$ cat config.mk
export PLATFORM = sky130hd
export DESIGN_NAME = tsi_ram
export DESIGN_NICKNAME = d
export VERILOG_FILES = /design/src/tsi_ram.sv
export SDC_FILE = /design/constraint.sdc
export NUM_CORES = 1
export LEC_CHECK = 0
export BUFFER_PORTS_ARGS = -buffer_cell sky130_fd_sc_hd__clkbuf_2
export CAP_MARGIN = 20
export CORE_ASPECT_RATIO = 1.2
export CORE_MARGIN = 4
export CORE_UTILIZATION = 35
export DETAILED_ROUTE_END_ITERATION = 12
export PLACE_DENSITY_LB_ADDON = 0.08
export SYNTH_ARGS = -nofsm -noshare
export SYNTH_HDL_FRONTEND = slang
export SYNTH_SLANG_ARGS = --single-unit
$ cat constraint.sdc
create_clock -name clk_i -period 2 [get_ports clk_i]
set_input_delay 0.1 -clock clk_i [delete_from_list [all_inputs] [get_ports clk_i]]
set_output_delay 0.1 -clock clk_i [all_outputs]
set_load 0.01 [all_outputs]
$ cat src/tsi_ram.sv
// Generic single-write, single-read synchronous RAM, registered read.
// No dependencies.
module tsi_ram #(
  parameter int W = 8,
  parameter int D = 64
) (
  input  logic                 clk_i,
  input  logic                 we_i,
  input  logic [$clog2(D)-1:0] waddr_i,
  input  logic [W-1:0]         wdata_i,
  input  logic [$clog2(D)-1:0] raddr_i,
  output logic [W-1:0]         rdata_o
);
  logic [W-1:0] mem [D];

  always_ff @(posedge clk_i) begin
    if (we_i) mem[waddr_i] <= wdata_i;
    rdata_o <= mem[raddr_i];
  end
endmodule

==> results.md <==
- The xor-xnor portion of the synthesized cell area is 0%.
- Per report_power, the clock group accounts for 42.2% of the total.
- The starting density of the core is 35.27%.
- The worst-case hold slack is 0.05679 ns.
- The total of buffers placed on input and output ports is 29.
- The type of the worst setup path is reg -> reg.
- The die extent in y is 271.0 um.
- Along the worst path, the maximum fanout reaches 1.
- The largest total area in the synthesized netlist belongs to edfxtp_1.
- The overall routing resource usage is 16.84%.
- The filler cell count in the final layout is 5055.
- The worst setup path is launched from a flop.
- The post-synthesis to final-layout area growth is 20.42%.
- The via count of the first global-routing pass came to 10650.
- The maximum count of clock buffers along a single path is 3.
- For the pin with the worst max-slew slack, the measured transition is 0.7636 ns.
- The count of vias placed by the detailed router is 9895.
- The number of H-tree levels is 2.
- The top-level port count is 30.
- The initial antenna violation count was 0.
- The number of enable flip-flop cells after synthesis is 512.
- Counting flops with an async set or reset pin after synthesis yields a share of 0%.
- The number of max-capacitance violations reported is 0.
- After synthesis the cells add up to 20170 um2.
- The ratio of routed vias to standard cells is 5.124.
- The final-report max-slew violation count was 0.
- After synthesis, the largest family of logic cells by area is multiplexers.
- The clock tree root buffer cell is clkbuf_16.
- The detailed-route DRC error count is 0.
- In this run the static leakage power is 7.911 nW.
- The origin of the worst min-delay path is raddr_i[5].
- The worst setup path is captured at a flop.
- The fraction of final layout cells with drive strength greater than 1 is 35.90%.
- The setup total negative slack is 0 ns.
- The number of distinct library cells after synthesis is 40.
- Synthesis produced a netlist whose cell count is 940.
- The placer congestion estimate is 0.7623.
- The x dimension of the die is 227.1 um.
- The final number of setup-violating endpoints is 0.
- Setup repair after global routing left no endpoint under its margin.
- After legalization and detailed placement, the total HPWL measured 32690 um.
- The internal power of the cells is 18.30 mW.
- Clock tree synthesis inserted a total of 53 buffers.
- The first-pass GRT wire length is 74850 um.
- The post-synthesis sequential area ratio is 77.03%.
- The run finished with clean final reports.
- In this run the power spent charging and discharging nets is 4.980 mW.
- The per-instance average area after synthesis is 21.45 um2.
- In this run the critical register-to-register path is launched from mem[0][2]$_DFFE_PP_.
- The part of the cycle the worst path needs is 96.94%.
- The required time of the worst setup path is 2.49 ns.
- The die covers 61540 um2.
- Wires add up to 51130 um.
- The relative slew slack is 49.09%.
- In the synthesized netlist the dominant register cell turns out to be edfxtp_1.
- The number of design-rule violations left by the first detailed-router iteration is 827.
- Synthesis inferred 520 register bits.
- The sequential fraction of design power is 52.0%.
- The CTS tree is done.
- In the synthesized netlist, mux cells make up 15.94% of the area.
- The share of the synthesized area in compound gates (AO/OA/AOI/OAI) is 2.072%.
- The maximum VDD drop is 0.5659 mV.
- The detail-routed net length per standard cell is 26.48 um.
- The core footprint is 57170 um2.
- The pre-antenna-repair detailed-routing pass consisted of 7 iterations.
- Timing would allow up to 515.8 MHz.
- The number of hold violations in the final report is 0.
- The CTS sink count is 520.
- After global routing the overflow that remains totals 0.
- Entering global routing, the biggest net connects 65 pins.
- Dividing total power by cell area gives a power density of 958.5 nW/um2.
- The proportion of total power due to net switching is 21.40%.
- The proportion of netlist area held by the largest area contributor is 76.24%.
- After layout, the minimum clock period comes to 1.939 ns.
- The combinational fraction of design power is 5.8%.
- The floorplan has 96 rows.
- After synthesis, the cell types taking the most area are edfxtp_1 76%, mux4_2 14%, nor2_1 1.5%.
- Clock latency on the worst-skew pair, taken at its later pin, is 0.60 ns.
- STA puts the critical path data arrival time at 2.42 ns.
- When the netlist entered floorplanning its net count stood at 962.
- The area share of and/or/nand/nor cells after synthesis is 3.388%.
- Clock-pin slew was measured on the worst setup and hold paths at 0.06 ns.
- In the final design database the tool counted 1173 nets.
- The count of nets left with antenna violations after detail routing is 0.
- The adder and majority cell fraction of the synthesized area is 0%.
- The clock skew after layout is 0.01007 ns.
- The count of synthesis-stage warnings from yosys is 0.
- In this run the worst hold path is classified as in -> reg.
- The critical path starts at mem[0][2]$_DFFE_PP_.
timing repair:
| action | CTS | global route |
|---|---|---|
| endpoints found under the setup margin | 2 | 4 |
| setup buffers | 0 | 0 |
| resized for setup | 2 | 3 |
| pin swaps | 0 | 1 |
| hold buffers | 5 | 0 |
| endpoints found under the hold margin | 96 | 0 |
cell type report:
cell class	instances	area (um2)	share of cell area (%)
tap	735	919.6	3.787
sequential	520	15530	63.97
antenna	1	2.502	0.01030
clock buffer	61	1399	5.760
timing repair buffer	207	1772	7.296
clock inverter	38	324.1	1.334
multi-input combinational	369	4333	17.84
cell families after synthesis:
group                  after synthesis
AOI/OAI and AO/OA                   54
buffers and inverters               51
DFF                                520
muxes                              162
and+or+nand+nor                    153
registers in the layout, indices dropped and copies added (netlist names):
register	flops
mem	512
rdata_o	8
routing by layer:
layer / global-route usage (%) / up-vias / part of all wire [%]
met5: 0 / - / 0
li1: - / 4350 / -
met3: 2.854 / 91 / 3.8
met2: 27.33 / 184 / 49
met1: 23.33 / 5270 / 44
met4: 5.288 / 0 / 3.1
metrics by stage:
step | setup slack (ns) | std cells | power, mW | utilization (%) | instance area [um2]
after floorplan | 0.2323 | 940 | 12.96 | - | 20170
after global placement | -0.2716 | 1826 | 13.69 | 39.34 | 22490
after detailed placement | -0.2705 | 1826 | 13.70 | 39.34 | 22490
after CTS | 0.02445 | 1930 | 23.63 | 42.45 | 24270
after global routing | 0.005278 | 1930 | 24.11 | 42.47 | 24280
final | 0.06117 | 1931 | 23.28 | 42.47 | 24280
cells in the mapped netlist (3+ instances only):
| cell | number |
|---|---|
| clkbuf_1 | 17 |
| buf_1 | 4 |
| dfxtp_1 | 8 |
| nor3_1 | 7 |
| mux2_2 | 13 |
| nor2_1 | 83 |
| o221ai_1 | 8 |
| o22ai_1 | 8 |
| buf_2 | 11 |
| edfxtp_1 | 512 |
| nand3_1 | 13 |
| a211oi_1 | 4 |
| buf_6 | 4 |
| mux2i_1 | 23 |
| o2111ai_1 | 3 |
| o2bb2ai_1 | 3 |
| a21oi_1 | 3 |
| a221oi_1 | 6 |
| mux4_2 | 126 |
| buf_4 | 13 |
| nand2_1 | 19 |
| nor2b_1 | 14 |
| nand2b_1 | 7 |
| nand3b_1 | 3 |
| a22oi_1 | 3 |
worst paths after layout:
| path | depth (start not counted) | slack, ns | endpoint |
|---|---|---|---|
| setup / recovery | 5 | 0.06 | rdata_o[2]$_DFF_P_ |
| hold / removal | 2 | 0.06 | rdata_o[5]$_DFF_P_ |
| setup reg to reg | 5 | 0.06 | rdata_o[2]$_DFF_P_ |
| hold reg to reg | 3 | 0.84 | rdata_o[6]$_DFF_P_ |
power groups by stage:
stage                     logic [mW]  registers (mW)  clock network (mW)
after floorplan                0.643            12.3                   0
after global placement          1.37            12.3                   0
after detailed placement        1.37            12.3                   0
after CTS                       1.38            12.1                10.2
after global routing            1.45            12.1                10.6
final                           1.35            12.1                9.83
critical path: stages, from the launching register on:
cell and delay, ns:
edfxtp_1 0.37, mux4_2 0.52, mux4_2 0.51, nor2_2 0.18
nor3_1 0.09, o2bb2ai_1 0.16
cells in the final DEF (no fill, tap or decap), types with 3 or more instances in the layout:
cell / synthesis / final
a211oi_1: 4 / 4
a21oi_1: 3 / 3
a221oi_1: 6 / 6
a22oi_1: 3 / 3
buf_12: 2 / 21
buf_4: 13 / 154
bufinv_16: 0 / 5
clkbuf_1: 17 / 6
clkbuf_16: 0 / 55
clkbuf_2: 0 / 26
clkinv_1: 0 / 12
clkinv_2: 0 / 13
clkinvlp_4: 0 / 5
dfxtp_1: 8 / 8
dlygate4sd3_1: 0 / 5
edfxtp_1: 512 / 512
mux2_2: 13 / 13
mux2i_1: 23 / 23
mux4_2: 126 / 126
nand2_1: 19 / 19
nand2b_1: 7 / 7
nand3_1: 13 / 13
nand3b_1: 3 / 3
nor2_1: 83 / 80
nor2_2: 0 / 3
nor2b_1: 14 / 14
nor3_1: 7 / 5
o2111ai_1: 3 / 3
o221ai_1: 8 / 8
o22ai_1: 8 / 8
o2bb2ai_1: 3 / 3
No activity file was read; power rests on OpenSTA's default activity.
