===== config.mk =====
export PLATFORM = sky130hd
export DESIGN_NAME = tsi_lane
export DESIGN_NICKNAME = d
export VERILOG_FILES = /design/src/tsi_pkg.sv /design/src/tsi_lane.sv
export SDC_FILE = /design/constraint.sdc
export NUM_CORES = 2
export LEC_CHECK = 0
export BUFFER_PORTS_ARGS = -buffer_cell sky130_fd_sc_hd__buf_4
export CORE_ASPECT_RATIO = 0.6
export CORE_MARGIN = 2
export CORE_UTILIZATION = 35
export CTS_BUF_LIST = sky130_fd_sc_hd__clkbuf_4 sky130_fd_sc_hd__clkbuf_8
export DETAILED_ROUTE_END_ITERATION = 16
export MAX_ROUTING_LAYER = met4
export PLACE_DENSITY_LB_ADDON = 0.08
export SETUP_SLACK_MARGIN = 0.4
export SYNTH_ARGS = -nofsm -noshare
export SYNTH_HDL_FRONTEND = slang
export SYNTH_SLANG_ARGS = --single-unit
export TNS_END_PERCENT = 10

===== constraint.sdc =====
create_clock -name clk_i -period 8.5 [get_ports clk_i]
set_input_delay 1.275 -clock clk_i [delete_from_list [all_inputs] [get_ports clk_i]]
set_output_delay 1.275 -clock clk_i [all_outputs]
set_load 0.005 [all_outputs]

===== src/tsi_pkg.sv =====
// Types, constants and helpers of the timestamped sample interpolator.
// No dependencies; used by the interface, top, lane, checker and testbench files.
package tsi_pkg;

  localparam int ENTITIES  = 64;
  localparam int DEPTH     = 12;
  localparam int TICK_RATE = 30;

  localparam int SLOTS  = (ENTITIES < 64) ? ENTITIES : 64;
  localparam int ENT_W  = 6;
  localparam int SLOT_W = (DEPTH > 1) ? $clog2(DEPTH) : 1;
  localparam int CNT_W  = $clog2(DEPTH + 1);
  localparam int HA_W   = $clog2(SLOTS * DEPTH);
  localparam int MA_W   = (SLOTS > 1) ? $clog2(SLOTS) : 1;
  localparam int CFG_W  = 10;
  localparam int CFG_IDX_W = 1;
  localparam int NF     = 7;     // pos x/y/z, vel x/y/z, heading
  localparam int F_VEL  = 3;     // first velocity field
  localparam int MAG_W  = 33;
  localparam int PROD_W = 65;
  localparam int QUO_W  = 42;    // quotient bound: |vel| * 1023 / 1
  localparam int SAT_W  = 44;
  localparam int DCNT_W = $clog2(QUO_W);

  typedef enum logic [1:0] {
    KIND_PUSH  = 2'd0,
    KIND_QUERY = 2'd1,
    KIND_CLEAR = 2'd2,
    KIND_NONE  = 2'd3
  } kind_e;

  typedef enum logic [CFG_IDX_W-1:0] {
    CFG_INTERP_DELAY = 1'b0,
    CFG_MAX_EXTRAP   = 1'b1
  } cfg_idx_e;

  typedef enum logic [3:0] {
    ST_IDLE,
    ST_META,
    ST_PUSH_CHK,
    ST_WRITE,
    ST_WALK0,
    ST_WALK,
    ST_MUL_LO,
    ST_MUL_HI,
    ST_DIV,
    ST_FINISH
  } state_e;

  typedef struct packed {
    logic [1:0]         kind;
    logic [ENT_W-1:0]   entity_id;
    logic [31:0]        tick;
    logic signed [31:0] pos_x;
    logic signed [31:0] pos_y;
    logic signed [31:0] pos_z;
    logic signed [31:0] vel_x;
    logic signed [31:0] vel_y;
    logic signed [31:0] vel_z;
    logic signed [31:0] heading;
  } req_t;

  typedef struct packed {
    logic               found;
    logic               extrapolated;
    logic signed [31:0] out_pos_x;
    logic signed [31:0] out_pos_y;
    logic signed [31:0] out_pos_z;
    logic signed [31:0] out_vel_x;
    logic signed [31:0] out_vel_y;
    logic signed [31:0] out_vel_z;
    logic signed [31:0] out_heading;
  } rsp_t;

  typedef struct packed {
    logic [31:0]          tick;
    logic [NF-1:0][31:0]  f;
  } sample_t;

  typedef struct packed {
    logic [SLOT_W-1:0] start;
    logic [CNT_W-1:0]  fill;
  } meta_t;

  typedef struct packed {
    logic load;
    logic mul_lo;
    logic mul_hi;
    logic div_step;
  } lane_ctl_t;

  localparam int SAMPLE_W = $bits(sample_t);
  localparam int META_W   = $bits(meta_t);

  // (start + k) mod DEPTH, for start below DEPTH and k at most DEPTH
  function automatic logic [SLOT_W-1:0] slot_add(input logic [SLOT_W-1:0] start,
                                                 input logic [CNT_W-1:0] k);
    logic [CNT_W:0] sum;
    sum = (CNT_W+1)'(start) + (CNT_W+1)'(k);
    if (sum >= (CNT_W+1)'(DEPTH)) sum = sum - (CNT_W+1)'(DEPTH);
    return sum[SLOT_W-1:0];
  endfunction

  function automatic logic [HA_W-1:0] hist_addr(input logic [ENT_W-1:0] e,
                                                input logic [SLOT_W-1:0] s);
    return HA_W'(e) * HA_W'(DEPTH) + HA_W'(s);
  endfunction

endpackage


===== src/tsi_lane.sv =====
// One blend lane: base +/- |d| * off / span, truncated, saturated to 32 bits.
// Split low/high multiply, then one quotient bit per cycle. Depends on tsi_pkg.
module tsi_lane (
  input  logic                clk_i,
  input  tsi_pkg::lane_ctl_t  ctl_i,
  input  logic signed [31:0]  base_i,
  input  logic signed [32:0]  d_i,
  input  logic [31:0]         off_i,
  input  logic [31:0]         span_i,
  output logic signed [31:0]  res_o
);
  logic [tsi_pkg::MAG_W-1:0]  mag_q;
  logic                       neg_q;
  logic [31:0]                off_q, span_q;
  logic signed [31:0]         base_q;
  logic [48:0]                plo_q;
  logic [31:0]                rem_q;
  logic [tsi_pkg::PROD_W-1:0] quo_q;
  logic [tsi_pkg::PROD_W-1:0] prod;
  logic [32:0]                trial;
  logic                       ge;
  logic signed [tsi_pkg::SAT_W-1:0] sum;

  assign prod  = tsi_pkg::PROD_W'(plo_q)
               + ((tsi_pkg::PROD_W'(mag_q) * tsi_pkg::PROD_W'(off_q[31:16])) << 16);
  assign trial = {rem_q, quo_q[tsi_pkg::PROD_W-1]};
  assign ge    = trial >= {1'b0, span_q};

  always_ff @(posedge clk_i) begin
    if (ctl_i.load) begin
      neg_q  <= d_i[32];
      mag_q  <= d_i[32] ? tsi_pkg::MAG_W'(-d_i) : tsi_pkg::MAG_W'(d_i);
      off_q  <= off_i;
      span_q <= span_i;
      base_q <= base_i;
    end
    if (ctl_i.mul_lo) plo_q <= 49'(mag_q) * 49'(off_q[15:0]);
    if (ctl_i.mul_hi) begin
      // top bits already below span since the quotient fits QUO_W
      rem_q <= 32'(prod[tsi_pkg::PROD_W-1:tsi_pkg::QUO_W]);
      quo_q <= prod << (tsi_pkg::PROD_W - tsi_pkg::QUO_W);
    end
    if (ctl_i.div_step) begin
      rem_q <= ge ? 32'(trial - {1'b0, span_q}) : trial[31:0];
      quo_q <= {quo_q[tsi_pkg::PROD_W-2:0], ge};
    end
  end

  always_comb begin
    sum = neg_q ? tsi_pkg::SAT_W'(base_q) - tsi_pkg::SAT_W'(quo_q[tsi_pkg::QUO_W-1:0])
                : tsi_pkg::SAT_W'(base_q) + tsi_pkg::SAT_W'(quo_q[tsi_pkg::QUO_W-1:0]);
    if (sum > tsi_pkg::SAT_W'(32'sh7fffffff))       res_o = 32'sh7fffffff;
    else if (sum < -(tsi_pkg::SAT_W'(33'sh80000000))) res_o = 32'sh80000000;
    else                                            res_o = sum[31:0];
  end
endmodule


==> flow_summary.ini <==
[detailed_routing]
vias_per_cell = 5.04
wl_mm = 169
wl_per_cell_um = 21.8
first_iter_violations = 2935
detail-route-antenna-nets = 0
vias = 39060
drcViolationCount = 0
dr.pass1.iters = 5

[global_route]
grt_pass1_vias = 39208
antenna_found_initial = 11
grt_max_degree = 78
gr-total-overflow = 0
grt_use_total_pct = 23.5
grt_pass1_wl_mm = 254

[layout]
fill_cells = 14353
utilization_pct = 40.6
layout.nets = 7159
areaGrowthSynthToFinish_pct = 14.7
ff_latch_area_um2 = 8290
multi_input_area_um2 = 38300
drive_gt1_share_pct = 12.6

[logic_synthesis]
synthArstFlopShare_pct = 0
synth_top_cell_by_area = fa_1
yosysMostFrequentCell = nand2_1
synth_top_family_by_area = adder cells
ys_seq_area_share_pct = 16.4
synth_commonest_cells = 961 x nand2_1, 956 x inv_1, 867 x fa_1
netlist_area_um2 = 50400
synth_simple_gate_area_share_pct = 16.4
synth_xor_xnor_area_share_pct = 4.41
syn_nets = 6906
ys_ff_latch = 276
yosysUniqueCellTypes = 77
postSynthAreaPerCell_um2 = 9.08
synthMuxAreaShare_pct = 0.929
synth_top_area_share_pct = 34.4
ys_warn_count = 0
synth_compound_area_share_pct = 9.38
synth_edf_count = 276
synth_fa_ha_area_share_pct = 43.2
ys.flop_type = edfxtp_1
synth_area_leaders = fa_1 34%, edfxtp_1 16%, ha_1 8.8%
syn_inst = 5551

[timing]
rsz0062_at_grt = yes
fin_worst_skew_ns = 0.0643
worst_pin_slew_ns = 1.07
period_share_pct = 94.1
max_freq_mhz = 125
fin_tns_setup_ns = 0
finalMaxSlewViolations = 0
setup_viol = 0
period_minus_slack_ns = 7.99
slew_headroom_pct = 28.3
hold_viol = 0

[clock_network]
clk_latency_ns = 0.77
ctsHtreeMaxLevel = 2
cts_made_buffers = 54
clockRootBuffer = clkbuf_8
path_clk_slew_ns = 0.07
cts.path.max_buffers = 3
clkSinkCount = 276
cts_tree = yes

[placement]
gp_congestion = 0.898
hpwlAfterDp_mm = 138
port-buffer-count = 165

[die]
die_area_um2 = 147000
start_util_pct = 35.4
fp.dieW_um = 494
core_um2 = 142000
rows = 107
die_h_um = 298
io_pins = 166

[setup_path]
cp_slowest_cell = fa_1
start_kind = flop
timing_worst_setup_path_type = flop to flop
worstPathArrival_ns = 8.56
critical_path.max_stage_delay_ns = 0.55
end_kind = flop
crit_family = adder cells
crit_required_ns = 9.06
cp_common_cell = fa_1
crit_fanout = 11
crit_buf_inv = 6

[hold_path]
min_path_type = flop to flop

[job]
drv_cap = 0

[status]
outcome = complete, no violations
cell usage in the layout (no fill, tap or decap), types with 31 or more instances in the layout:
master	instances
nand2_1	957
nand2b_1	33
inv_1	956
ha_1	329
nor2_1	175
xnor2_1	170
a21oi_1	182
fa_1	865
xor2_1	73
edfxtp_1	276
nor3_1	45
nand4_1	33
o21ai_0	175
a21o_1	105
clkbuf_8	54
and2_1	334
o21a_1	31
buf_4	426
nand3_1	42
flip-flops by register name, indices dropped and copies added, names as in the netlist:
register,cells
neg_q,1
plo_q,49
off_q,32
mag_q,33
rem_q,32
quo_q,65
span_q,32
base_q,32
path summary, 6_finish.rpt:
check | cells after the start | startpoint | to | slack (ns)
setup / recovery | 31 | off_q[17]$_DFFE_PP_ | rem_q[19]$_DFFE_PP_ | 0.51
hold / removal | 2 | quo_q[43]$_DFFE_PP_ | quo_q[44]$_DFFE_PP_ | 0.49
setup reg to reg | 31 | off_q[17]$_DFFE_PP_ | rem_q[19]$_DFFE_PP_ | 0.51
hold reg to reg | 2 | quo_q[43]$_DFFE_PP_ | quo_q[44]$_DFFE_PP_ | 0.49
layout make-up:
| cell class | count | share of cell area [%] |
|---|---|---|
| timing repair buffer | 472 | 6.95 |
| clock inverter | 38 | 0.738 |
| multi-input combinational | 4044 | 66.3 |
| clock buffer | 60 | 1.36 |
| sequential | 276 | 14.3 |
| inverter | 956 | 6.21 |
| tap | 1907 | 4.13 |
| antenna | 4 | 0.0173 |
routing by layer:
layer / wire [um] / part of all wire, % / vias to the layer above / global-route usage (%)
met4: 1920 / 1.1 / 0 / 3.10
met3: 16800 / 9.9 / 110 / 7.58
met2: 62300 / 37 / 1133 / 28.5
met5: 0 / 0 / - / -
li1: - / - / 18046 / -
met1: 88300 / 52 / 19771 / 37.5
what timing repair did:
item | in CTS | in global routing
gates cloned | 0 | 4
endpoints found under the setup margin | 50 | 54
gates resized for setup | 53 | 139
buffers inserted | 21 | 45
pin swaps | 12 | 51
hold buffers | 0 | 0
through the flow:
| stage | worst slack, ns | instances | hold slack [ns] | area (um2) |
|---|---|---|---|---|
| final | 0.505 | 7757 | 0.492 | 57800 |
| after global routing | 0.218 | 7757 | 0.541 | 57800 |
| after CTS | 0.370 | 7704 | 0.525 | 56600 |
| after detailed placement | 0.0890 | 7585 | 0.511 | 55000 |
| after global placement | 0.106 | 7585 | 0.509 | 55000 |
| after floorplan | 0.464 | 5551 | 0.498 | 50400 |
kinds of logic after synthesis:
family,count (synthesis)
flops,276
simple gates,1774
xor+xnor,254
fa+ha+maj,1221
mux,44
compound gates,751
buf+inv,1231
tightest hold or removal path: stages, from the launching register on:
cell and delay, ns:
edfxtp_1 0.32, nand2_1 0.05, o31ai_1 0.05
Power is left out: the tool's default activity adds up to more than one toggle a clock period on the data nets, which glitch-free logic cannot reach.
